File: config.mk
export PLATFORM = sky130hd
export DESIGN_NAME = json_object_validator_core
export DESIGN_NICKNAME = d
export VERILOG_FILES = /design/src/hw/rtl/jov_pkg.sv /design/src/hw/rtl/jov_stack.sv /design/src/hw/rtl/json_object_validator_core.sv
export SDC_FILE = /design/constraint.sdc
export NUM_CORES = 2
export LEC_CHECK = 0
export BUFFER_PORTS_ARGS = -buffer_cell sky130_fd_sc_hd__buf_2
export CORE_ASPECT_RATIO = 0.7
export CORE_UTILIZATION = 66
export CTS_BUF_LIST = sky130_fd_sc_hd__clkbuf_4
export CTS_CLUSTER_SIZE = 20
export DETAILED_ROUTE_END_ITERATION = 10
export PLACE_DENSITY = 0.82
export SKIP_CTS_REPAIR_TIMING = 1
export SLEW_MARGIN = 0
export SYNTH_ARGS = -nofsm -noshare
export SYNTH_HDL_FRONTEND = slang
export SYNTH_SLANG_ARGS = --single-unit
File: constraint.sdc
create_clock -name clk -period 69.1 [get_ports clk]
set_input_delay 10.365 -clock clk [delete_from_list [all_inputs] [get_ports clk]]
set_output_delay 10.365 -clock clk [all_outputs]
set_load 0.01 [all_outputs]
File: src/hw/rtl/jov_pkg.sv
// Shared types, codes and character helpers for the JSON object validator.
package jov_pkg;

	typedef enum logic [4:0] {
		M_TOP_PRE     = 5'd0,
		M_OBJ_FIRST   = 5'd1,
		M_OBJ_KEY     = 5'd2,
		M_AFTER_KEY   = 5'd3,
		M_VALUE       = 5'd4,
		M_ARR_FIRST   = 5'd5,
		M_ARR_NEXT    = 5'd6,
		M_AFTER_VALUE = 5'd7,
		M_TOP_POST    = 5'd8,
		M_KSTR        = 5'd9,
		M_KESC        = 5'd10,
		M_KHEX        = 5'd11,
		M_VSTR        = 5'd12,
		M_VESC        = 5'd13,
		M_VHEX        = 5'd14,
		M_LIT         = 5'd15,
		M_N_MINUS     = 5'd16,
		M_N_ZERO      = 5'd17,
		M_N_INT       = 5'd18,
		M_N_DOT       = 5'd19,
		M_N_FRAC      = 5'd20,
		M_N_E         = 5'd21,
		M_N_ESIGN     = 5'd22,
		M_N_EXP       = 5'd23
	} mode_t;

	localparam logic KIND_OBJ = 1'b0;
	localparam logic KIND_ARR = 1'b1;

	localparam logic [1:0] WORD_TRUE  = 2'd0;
	localparam logic [1:0] WORD_FALSE = 2'd1;
	localparam logic [1:0] WORD_NULL  = 2'd2;

	// Stack command from the parser to the nesting stack.
	typedef struct packed {
		logic push;
		logic pop;
		logic clear;
		logic kind;
	} stack_op_t;

	function automatic logic is_ws(input logic [7:0] b);
		return (b == 8'h20) || (b == 8'h09) || (b == 8'h0D) || (b == 8'h0A);
	endfunction

	function automatic logic is_digit(input logic [7:0] b);
		return (b >= 8'h30) && (b <= 8'h39);
	endfunction

	function automatic logic is_hex(input logic [7:0] b);
		return is_digit(b) || ((b >= 8'h61) && (b <= 8'h66)) ||
			((b >= 8'h41) && (b <= 8'h46));
	endfunction

	function automatic logic [2:0] word_len(input logic [1:0] kind);
		return (kind == WORD_FALSE) ? 3'd5 : 3'd4;
	endfunction

	// Expected character of a literal at a position; zero where none exists.
	function automatic logic [7:0] word_char(input logic [1:0] kind, input logic [2:0] pos);
		logic [7:0] c;
		c = 8'h00;
		case (kind)
			WORD_TRUE: begin
				case (pos)
					3'd0: c = 8'h74;
					3'd1: c = 8'h72;
					3'd2: c = 8'h75;
					3'd3: c = 8'h65;
					default: c = 8'h00;
				endcase
			end
			WORD_FALSE: begin
				case (pos)
					3'd0: c = 8'h66;
					3'd1: c = 8'h61;
					3'd2: c = 8'h6C;
					3'd3: c = 8'h73;
					3'd4: c = 8'h65;
					default: c = 8'h00;
				endcase
			end
			WORD_NULL: begin
				case (pos)
					3'd0: c = 8'h6E;
					3'd1: c = 8'h75;
					3'd2: c = 8'h6C;
					3'd3: c = 8'h6C;
					default: c = 8'h00;
				endcase
			end
			default: c = 8'h00;
		endcase
		return c;
	endfunction

endpackage

File: src/hw/rtl/jov_stack.sv
// Nesting stack: kind of each open container, top and next-to-top held in registers.
module jov_stack #(
	parameter int MAX_DEPTH = 512
) (
	input  logic               clk,
	input  logic               arst_n,
	input  jov_pkg::stack_op_t op,
	output logic               top_kind,
	output logic [$clog2(MAX_DEPTH+2)-1:0] depth
);
	localparam int CW = $clog2(MAX_DEPTH + 2);
	localparam int AW = (MAX_DEPTH + 1 > 1) ? $clog2(MAX_DEPTH + 1) : 1;
	localparam int Entries = 1 << AW;

	logic          mem [0:Entries-1];
	logic [CW-1:0] count_q;
	logic [CW-1:0] count_d;
	logic [CW-1:0] rd_ptr;
	logic          top_q;
	logic          under_q;

	always_comb begin
		if (op.clear) begin
			count_d = '0;
		end else if (op.push) begin
			count_d = count_q + CW'(1);
		end else if (op.pop) begin
			count_d = count_q - CW'(1);
		end else begin
			count_d = count_q;
		end
		rd_ptr = count_d - CW'(2);
	end

	// under_q always follows the entry below the top for the coming cycle
	always_ff @(posedge clk) begin
		if (op.push) begin
			mem[count_q[AW-1:0]] <= op.kind;
		end
		under_q <= mem[rd_ptr[AW-1:0]];
		if (op.push) begin
			top_q <= op.kind;
		end else if (op.pop) begin
			top_q <= under_q;
		end
	end

	always_ff @(posedge clk or negedge arst_n) begin
		if (!arst_n) begin
			count_q <= '0;
		end else begin
			count_q <= count_d;
		end
	end

	assign top_kind = top_q;
	assign depth    = count_q;

endmodule

File: src/hw/rtl/json_object_validator_core.sv
// Top level of the streaming strict-JSON object validator.
//
// Input channel: text_valid / text_stall carry text_byte and end_of_doc,
// one document byte per transfer; end_of_doc marks the last byte.
// Output channel: verdict_valid / verdict_stall carry doc_ok, one transfer
// per document, 1 when the document is exactly one valid JSON object
// surrounded only by whitespace.
// Throughput: one byte per cycle while text_stall is low. Each byte is
// parsed by the mode FSM in the cycle it is taken; the nesting stack
// keeps its top and the entry below it in registers, so a push or pop
// never waits on the stack RAM. Latency: the verdict is registered and
// appears the cycle after the last byte's transfer.
// Errors are sticky: later bytes of the same document are ignored.
// After the last byte all parser state returns to its start values.
// Reset: arst_n clears the parser, stack depth and verdict_valid, not doc_ok.
// No clearing pass is needed; stack entries are only read after being
// pushed in the current document.
// Stall: while a verdict waits under verdict_stall, text_stall is raised;
// otherwise bytes keep flowing as the verdict is taken.
module json_object_validator_core #(
	parameter int MAX_DEPTH = 512
) (
	input  logic       clk,
	input  logic       arst_n,
	input  logic       text_valid,
	output logic       text_stall,
	input  logic [7:0] text_byte,
	input  logic       end_of_doc,
	output logic       verdict_valid,
	input  logic       verdict_stall,
	output logic       doc_ok
);
	localparam int CW = $clog2(MAX_DEPTH + 2);
	localparam logic [CW-1:0] MaxLvl = CW'(MAX_DEPTH);

	jov_pkg::mode_t     mode_q, mode_d;
	logic [2:0]         hex_q, hex_d;
	logic [2:0]         wpos_q, wpos_d;
	logic [1:0]         wkind_q, wkind_d;
	logic               failed_q, fail_d;
	logic               verdict_valid_q;
	logic               doc_ok_q;
	jov_pkg::stack_op_t sop;
	logic               top_kind;
	logic [CW-1:0]      depth;
	logic               acc;
	logic               av;
	logic               bv;
	logic               cl;
	logic               cl_kind;
	logic               push;
	logic               pop;
	logic               pkind;

	assign text_stall = verdict_valid_q & verdict_stall;
	assign acc        = text_valid & ~text_stall;

	always_comb begin
		mode_d  = mode_q;
		hex_d   = hex_q;
		wpos_d  = wpos_q;
		wkind_d = wkind_q;
		fail_d  = failed_q;
		av      = 1'b0;
		bv      = 1'b0;
		cl      = 1'b0;
		cl_kind = jov_pkg::KIND_OBJ;
		push    = 1'b0;
		pop     = 1'b0;
		pkind   = jov_pkg::KIND_OBJ;

		unique case (mode_q)
			jov_pkg::M_TOP_PRE: begin
				if (text_byte == "{") begin
					push   = 1'b1;
					pkind  = jov_pkg::KIND_OBJ;
					mode_d = jov_pkg::M_OBJ_FIRST;
				end else if (!jov_pkg::is_ws(text_byte)) begin
					fail_d = 1'b1;
				end
			end
			jov_pkg::M_OBJ_FIRST: begin
				if (text_byte == "\"") begin
					mode_d = jov_pkg::M_KSTR;
				end else if (text_byte == "}") begin
					cl = 1'b1; cl_kind = jov_pkg::KIND_OBJ;
				end else if (!jov_pkg::is_ws(text_byte)) begin
					fail_d = 1'b1;
				end
			end
			jov_pkg::M_OBJ_KEY: begin
				if (text_byte == "\"") begin
					mode_d = jov_pkg::M_KSTR;
				end else if (!jov_pkg::is_ws(text_byte)) begin
					fail_d = 1'b1;
				end
			end
			jov_pkg::M_AFTER_KEY: begin
				if (text_byte == ":") begin
					mode_d = jov_pkg::M_VALUE;
				end else if (!jov_pkg::is_ws(text_byte)) begin
					fail_d = 1'b1;
				end
			end
			jov_pkg::M_VALUE, jov_pkg::M_ARR_NEXT: begin
				bv = !jov_pkg::is_ws(text_byte);
			end
			jov_pkg::M_ARR_FIRST: begin
				if (text_byte == "]") begin
					cl = 1'b1; cl_kind = jov_pkg::KIND_ARR;
				end else begin
					bv = !jov_pkg::is_ws(text_byte);
				end
			end
			jov_pkg::M_AFTER_VALUE: av = 1'b1;
			jov_pkg::M_TOP_POST: begin
				if (!jov_pkg::is_ws(text_byte)) fail_d = 1'b1;
			end
			jov_pkg::M_KSTR, jov_pkg::M_VSTR: begin
				if (text_byte == "\"") begin
					mode_d = (mode_q == jov_pkg::M_KSTR) ? jov_pkg::M_AFTER_KEY
						: jov_pkg::M_AFTER_VALUE;
				end else if (text_byte < 8'h20) begin
					fail_d = 1'b1;
				end else if (text_byte == "\\") begin
					mode_d = (mode_q == jov_pkg::M_KSTR) ? jov_pkg::M_KESC
						: jov_pkg::M_VESC;
				end
			end
			jov_pkg::M_KESC, jov_pkg::M_VESC: begin
				if (text_byte == "\"" || text_byte == "\\" || text_byte == "/" ||
					text_byte == "b" || text_byte == "f" || text_byte == "n" ||
					text_byte == "r" || text_byte == "t") begin
					mode_d = (mode_q == jov_pkg::M_KESC) ? jov_pkg::M_KSTR
						: jov_pkg::M_VSTR;
				end else if (text_byte == "u") begin
					hex_d  = 3'd4;
					mode_d = (mode_q == jov_pkg::M_KESC) ? jov_pkg::M_KHEX
						: jov_pkg::M_VHEX;
				end else begin
					fail_d = 1'b1;
				end
			end
			jov_pkg::M_KHEX, jov_pkg::M_VHEX: begin
				if (!jov_pkg::is_hex(text_byte) || hex_q == 3'd0) begin
					fail_d = 1'b1;
				end else begin
					hex_d = hex_q - 3'd1;
					if (hex_q == 3'd1) begin
						mode_d = (mode_q == jov_pkg::M_KHEX) ? jov_pkg::M_KSTR
							: jov_pkg::M_VSTR;
					end
				end
			end
			jov_pkg::M_LIT: begin
				if (wkind_q > jov_pkg::WORD_NULL || wpos_q >= jov_pkg::word_len(wkind_q) ||
					jov_pkg::word_char(wkind_q, wpos_q) != text_byte) begin
					fail_d = 1'b1;
				end else begin
					wpos_d = wpos_q + 3'd1;
					if (wpos_q + 3'd1 == jov_pkg::word_len(wkind_q)) begin
						mode_d = jov_pkg::M_AFTER_VALUE;
					end
				end
			end
			jov_pkg::M_N_MINUS: begin
				if (text_byte == "0") mode_d = jov_pkg::M_N_ZERO;
				else if (text_byte >= "1" && text_byte <= "9") mode_d = jov_pkg::M_N_INT;
				else fail_d = 1'b1;
			end
			jov_pkg::M_N_ZERO, jov_pkg::M_N_INT: begin
				if (jov_pkg::is_digit(text_byte)) begin
					if (mode_q == jov_pkg::M_N_ZERO) fail_d = 1'b1;
				end else if (text_byte == ".") begin
					mode_d = jov_pkg::M_N_DOT;
				end else if (text_byte == "e" || text_byte == "E") begin
					mode_d = jov_pkg::M_N_E;
				end else begin
					mode_d = jov_pkg::M_AFTER_VALUE; av = 1'b1;
				end
			end
			jov_pkg::M_N_DOT: begin
				if (jov_pkg::is_digit(text_byte)) mode_d = jov_pkg::M_N_FRAC;
				else fail_d = 1'b1;
			end
			jov_pkg::M_N_FRAC: begin
				if (jov_pkg::is_digit(text_byte)) begin
					mode_d = mode_q;
				end else if (text_byte == "e" || text_byte == "E") begin
					mode_d = jov_pkg::M_N_E;
				end else begin
					mode_d = jov_pkg::M_AFTER_VALUE; av = 1'b1;
				end
			end
			jov_pkg::M_N_E: begin
				if (text_byte == "+" || text_byte == "-") mode_d = jov_pkg::M_N_ESIGN;
				else if (jov_pkg::is_digit(text_byte)) mode_d = jov_pkg::M_N_EXP;
				else fail_d = 1'b1;
			end
			jov_pkg::M_N_ESIGN: begin
				if (jov_pkg::is_digit(text_byte)) mode_d = jov_pkg::M_N_EXP;
				else fail_d = 1'b1;
			end
			jov_pkg::M_N_EXP: begin
				if (!jov_pkg::is_digit(text_byte)) begin
					mode_d = jov_pkg::M_AFTER_VALUE; av = 1'b1;
				end
			end
			default: fail_d = 1'b1;
		endcase

		// start of a nested value
		if (bv) begin
			if (depth > MaxLvl) begin
				fail_d = 1'b1;
			end else if (text_byte == "{") begin
				push = 1'b1; pkind = jov_pkg::KIND_OBJ; mode_d = jov_pkg::M_OBJ_FIRST;
			end else if (text_byte == "[") begin
				push = 1'b1; pkind = jov_pkg::KIND_ARR; mode_d = jov_pkg::M_ARR_FIRST;
			end else if (text_byte == "\"") begin
				mode_d = jov_pkg::M_VSTR;
			end else if (text_byte == "t" || text_byte == "f" || text_byte == "n") begin
				wkind_d = (text_byte == "t") ? jov_pkg::WORD_TRUE
					: (text_byte == "f") ? jov_pkg::WORD_FALSE : jov_pkg::WORD_NULL;
				wpos_d  = 3'd1;
				mode_d  = jov_pkg::M_LIT;
			end else if (text_byte == "-") begin
				mode_d = jov_pkg::M_N_MINUS;
			end else if (text_byte == "0") begin
				mode_d = jov_pkg::M_N_ZERO;
			end else if (text_byte >= "1" && text_byte <= "9") begin
				mode_d = jov_pkg::M_N_INT;
			end else begin
				fail_d = 1'b1;
			end
		end

		// byte after a complete value
		if (av && !jov_pkg::is_ws(text_byte)) begin
			if (depth == '0) begin
				fail_d = 1'b1;
			end else if (text_byte == ",") begin
				mode_d = (top_kind == jov_pkg::KIND_OBJ) ? jov_pkg::M_OBJ_KEY
					: jov_pkg::M_ARR_NEXT;
			end else if (text_byte == "}") begin
				cl = 1'b1; cl_kind = jov_pkg::KIND_OBJ;
			end else if (text_byte == "]") begin
				cl = 1'b1; cl_kind = jov_pkg::KIND_ARR;
			end else begin
				fail_d = 1'b1;
			end
		end

		if (cl) begin
			if (depth == '0 || top_kind != cl_kind) begin
				fail_d = 1'b1;
			end else begin
				pop    = 1'b1;
				mode_d = (depth == CW'(1)) ? jov_pkg::M_TOP_POST : jov_pkg::M_AFTER_VALUE;
			end
		end
	end

	assign sop.push  = acc & ~failed_q & push;
	assign sop.pop   = acc & ~failed_q & pop;
	assign sop.clear = acc & end_of_doc;
	assign sop.kind  = pkind;

	jov_stack #(
		.MAX_DEPTH(MAX_DEPTH)
	) u_stack (
		.clk     (clk),
		.arst_n  (arst_n),
		.op      (sop),
		.top_kind(top_kind),
		.depth   (depth)
	);

	always_ff @(posedge clk or negedge arst_n) begin
		if (!arst_n) begin
			mode_q   <= jov_pkg::M_TOP_PRE;
			hex_q    <= '0;
			wpos_q   <= '0;
			wkind_q  <= '0;
			failed_q <= 1'b0;
		end else if (acc) begin
			if (end_of_doc) begin
				mode_q   <= jov_pkg::M_TOP_PRE;
				hex_q    <= '0;
				wpos_q   <= '0;
				wkind_q  <= '0;
				failed_q <= 1'b0;
			end else if (!failed_q) begin
				mode_q   <= mode_d;
				hex_q    <= hex_d;
				wpos_q   <= wpos_d;
				wkind_q  <= wkind_d;
				failed_q <= fail_d;
			end
		end
	end

	// verdict register; a waiting verdict drains before a new one loads
	always_ff @(posedge clk or negedge arst_n) begin
		if (!arst_n) begin
			verdict_valid_q <= 1'b0;
		end else if (acc && end_of_doc) begin
			verdict_valid_q <= 1'b1;
		end else if (!verdict_stall) begin
			verdict_valid_q <= 1'b0;
		end
	end

	always_ff @(posedge clk) begin
		if (acc && end_of_doc) begin
			doc_ok_q <= ~failed_q & ~fail_d & (mode_d == jov_pkg::M_TOP_POST);
		end
	end

	assign verdict_valid = verdict_valid_q;
	assign doc_ok        = doc_ok_q;

endmodule
==> results.md <==
- Dividing the detail-routed wire length by the instance count gives approximately 26 um.
- The maximum number of pins on one net before global-route repair is approximately 300.
- The class of the tightest hold or removal check is reg2reg.
- The die is around 330 um wide.
- The placed wire-length estimate is between 70,000 and 80,000 um.
- The initial antenna violation count came to 5.
- The highest clock rate is 0.0474 GHz.
- In this run the cell area measured after placement is ~50,000 um2.
- For the final database, setup skew stands at about 0.09 ns.
- The effective utilization at floorplan is between 60% and 70%.
- The total routing resource utilization after global routing is 37.2%.
- Global routing used 51.7% of the available met1 tracks.
- The share of the clock period used by the worst path after layout is a little under a third.
- Measured against its own limit, the worst slew margin works out to between 10% and 20%.
- By area the synthesized netlist is led by sky130_fd_sc_hd__edfxtp_1 63%, sky130_fd_sc_hd__nor2_1 8.6%, sky130_fd_sc_hd__mux4_2 4.5%, sky130_fd_sc_hd__nand2_1 4.3%, sky130_fd_sc_hd__mux2i_1 2.4%.
- The via count of the first global-routing pass is around 34,000.
- The worst setup path is captured at an output port.
- The number of maximum-capacitance violations is 0.
- The number of DRC violations after detailed-routing iteration 0 is ~6,300.
- After synthesis, the mean cell area works out to between 10 and 15 um2.
- The total CTS buffers is between 200 and 250.
- The leakage power total is 16.9 nW.
- The pre-antenna-repair detailed-routing pass consisted of 8 iterations.
- Adding up every negative setup slack in the final design gives 0 ns.
- The mean number of vias per cell is between 6 and 7.
- In the synthesized netlist, the number of instances is around 4,200.
- The clock sink count is approximately 1,100.
- VDD sags by at most roughly 0.000042 V.
- By startpoint and endpoint, the worst setup path is classified as in2out.
- The number of vias in the routed layout is between 30,000 and 40,000.
- The dominant register cell in the synthesized netlist is sky130_fd_sc_hd__edfxtp_1.
- The number of enable-type register cells in the synthesized netlist is between 1,000 and 1,500.
- The post-detailed-routing wire length is between 100,000 and 150,000 um.
- The worst slack after detailed placement is roughly 48 ns.
- Pin placement for this block handled 16 I/O pins.
- The congestion estimate from routability-driven global placement came to slightly above 0.9.
- The post-route core utilization is 71.3%.
- The total number of H-tree levels is 4.
- For this run, global-route usage on met3 was measured as roughly an eighth.
- The post-synth design cell area is about 49,000 um2.
- Power spread over the standard cell area amounts to approximately 39 nW/um2.
- The sequential fraction of the synthesis area is between 60% and 70%.
- At the worst endpoint, the required time is about 59 ns.
- The worst setup path is launched from an input port.
- The global-route wire length before repair is approximately 210,000 um.
- The latest clock arrival within the worst-skew pair is approximately 1.2 ns.
- In this run the most used layer during global routing was met2.
- The run finished with clean final reports.
- The total setup violations reported at the end of the flow is 0.
- The startpoint identified for the worst hold timing path is verdict_valid.
- In this run the worst path has a maximum fanout of 4.
- The area of all placed cells without fillers is between 50,000 and 60,000 um2.
- Setup repair after global routing left no endpoint under its margin.
- The initialized floorplan defines a little over 80 standard-cell rows.
- The slew at the pin with the worst max-slew slack is approximately 1.3 ns.
- The final critical delay including setup and external delays is approximately 21 ns.
- The endpoint arrival time on the critical path is ~11 ns.
- Counting along the longest clock path gives a buffer depth of 3.
- The floorplan step defined a die boundary enclosing about 75,000 um2.
- The async set-or-reset flop fraction in the synthesized netlist is ~2.4%.
- The filler cells instantiated in the layout total between 4,000 and 5,000.
- In this run, distinct cell masters in the synthesized netlist total 98.
- The number of DRC violations after detailed routing is 0.
- In this run the worst setup path begins at verdict_stall.
- The hold violation total from the final report came to 0.
- The number of buffers added on ports is 15.
- The library cell with the largest summed area after synthesis is sky130_fd_sc_hd__edfxtp_1.
- The number of nets handed over by synthesis was approximately 4,200.
- The number of warnings reported in the yosys synthesis log is 0.
- The region available for standard cell placement spans between 70,000 and 80,000 um2.
- The worst setup margin is approximately 48 ns.
- Hold timing on the final database bottoms out at a slack of 0.534 ns.
- The post-CTS clock slew at the launch and capture registers of the worst setup and hold paths is about 0.080 ns.
- The max-slew violation total from the final report is 0.
- The commonest cells after synthesis are 1,117 x sky130_fd_sc_hd__nor2_1, 1,026 x sky130_fd_sc_hd__edfxtp_1, 560 x sky130_fd_sc_hd__nand2_1.
- The TritonCTS clock tree is done.
- The synthesized design devotes to its leading area cell type 63.0% of total area.
- In the final design database the tool counted approximately 4,200 nets.
- The number of nets still failing antenna checks after routing is 0.
- The met2 global-route usage is 53.5%.
- sky130_fd_sc_hd__nor2_1 is the most common cell in the netlist.
- The buffer type at the clock tree root is sky130_fd_sc_hd__clkbuf_4.
- The die extent in y is 230 um.
- In this run the critical register-to-register path is launched from u_stack.depth[0].
- The synthesized design contains roughly 1,100 register bits.
- The share of cells above drive strength 1 is 14.9%.
- The area growth from synthesis to final layout is 6.89%.
- For this run the aggregate overflow at the end of global routing stands at 0.
worst max-delay path, cell delays in order:
cell	delay, ns
sky130_fd_sc_hd__buf_2	0.10
sky130_fd_sc_hd__nand2_1	0.10
sky130_fd_sc_hd__inv_1	0.04
sky130_fd_sc_hd__buf_2	0.13
final timing paths:
kind                                     to  slack (ns)  depth (start not counted)
setup / recovery                 text_stall       48.00                          4
hold / removal                verdict_valid        0.53                          2
setup reg to reg            u_stack.under_q       60.81                         22
hold reg to reg               verdict_valid        0.53                          2
max in group asynchronous          failed_q       59.30                          1
min in group asynchronous  u_stack.depth[6]        9.28                          1
flip-flops by register name (all words and copies together) (netlist names):
signal / cells
u_stack.mem: 1024
u_stack.depth: 10
mode_q: 5
u_stack.under_q: 1
wkind_q: 2
failed_q: 1
doc_ok: 1
hex_q: 3
u_stack.top_kind: 1
wpos_q: 3
verdict_valid: 1
report_power, final:
part | switching (mW) | total, mW | internal [mW]
combinational | 0.591 | 0.856 | 0.265
sequential | 0.00405 | 0.696 | 0.692
clock | 0.247 | 0.490 | 0.243
final cells by class:
cell class	count	area, um2	share of cell area, %
Sequential cell	1052	31500	60.2
Multi-Input combinational cell	2750	15700	30.0
Clock buffer	361	2710	5.19
Tap cell	977	1220	2.34
Timing Repair Buffer	100	763	1.46
Clock inverter	50	265	0.508
Inverter	29	143	0.273
Antenna cell	7	17.5	0.0335
cells by family (layout without fill, tap and decap cells):
group,Yosys count,count (layout),synth area share [%]
adders and majority gates,15,15,0.384
buffers and inverters,414,540,3.90
AOI/OAI and AO/OA,413,413,6.07
DFF,1052,1052,64.4
other,0,7,0
and+or+nand+nor,2080,2080,17.8
xor gates and xnor gates,24,24,0.461
muxes,218,218,7.01
layout by cell type, fill, tap and decap left out, types with 37 or more instances in the layout:
master / count
sky130_fd_sc_hd__nand2_1: 543
sky130_fd_sc_hd__a21oi_1: 117
sky130_fd_sc_hd__o2111ai_1: 37
sky130_fd_sc_hd__nor3_1: 40
sky130_fd_sc_hd__edfxtp_1: 1026
sky130_fd_sc_hd__o21ai_0: 45
sky130_fd_sc_hd__mux2i_1: 118
sky130_fd_sc_hd__nor2_1: 1113
sky130_fd_sc_hd__clkbuf_4: 361
sky130_fd_sc_hd__nand3_1: 185
sky130_fd_sc_hd__mux4_2: 98
sky130_fd_sc_hd__clkinv_1: 41
sky130_fd_sc_hd__buf_4: 81
metrics by stage:
step	total power, mW	instances
after detailed placement	1.53	4908
after CTS	2.01	5319
after global routing	2.10	5325
after global placement	1.52	4908
final	2.04	5326
after floorplan	1.27	4216
metal layers:
layer,routed length (um),up-vias
met5,34,-
met1,48700,17200
li1,-,15100
met4,7000,4
met3,24400,558
met2,60300,3110
Power figures use the tool's default switching activity.
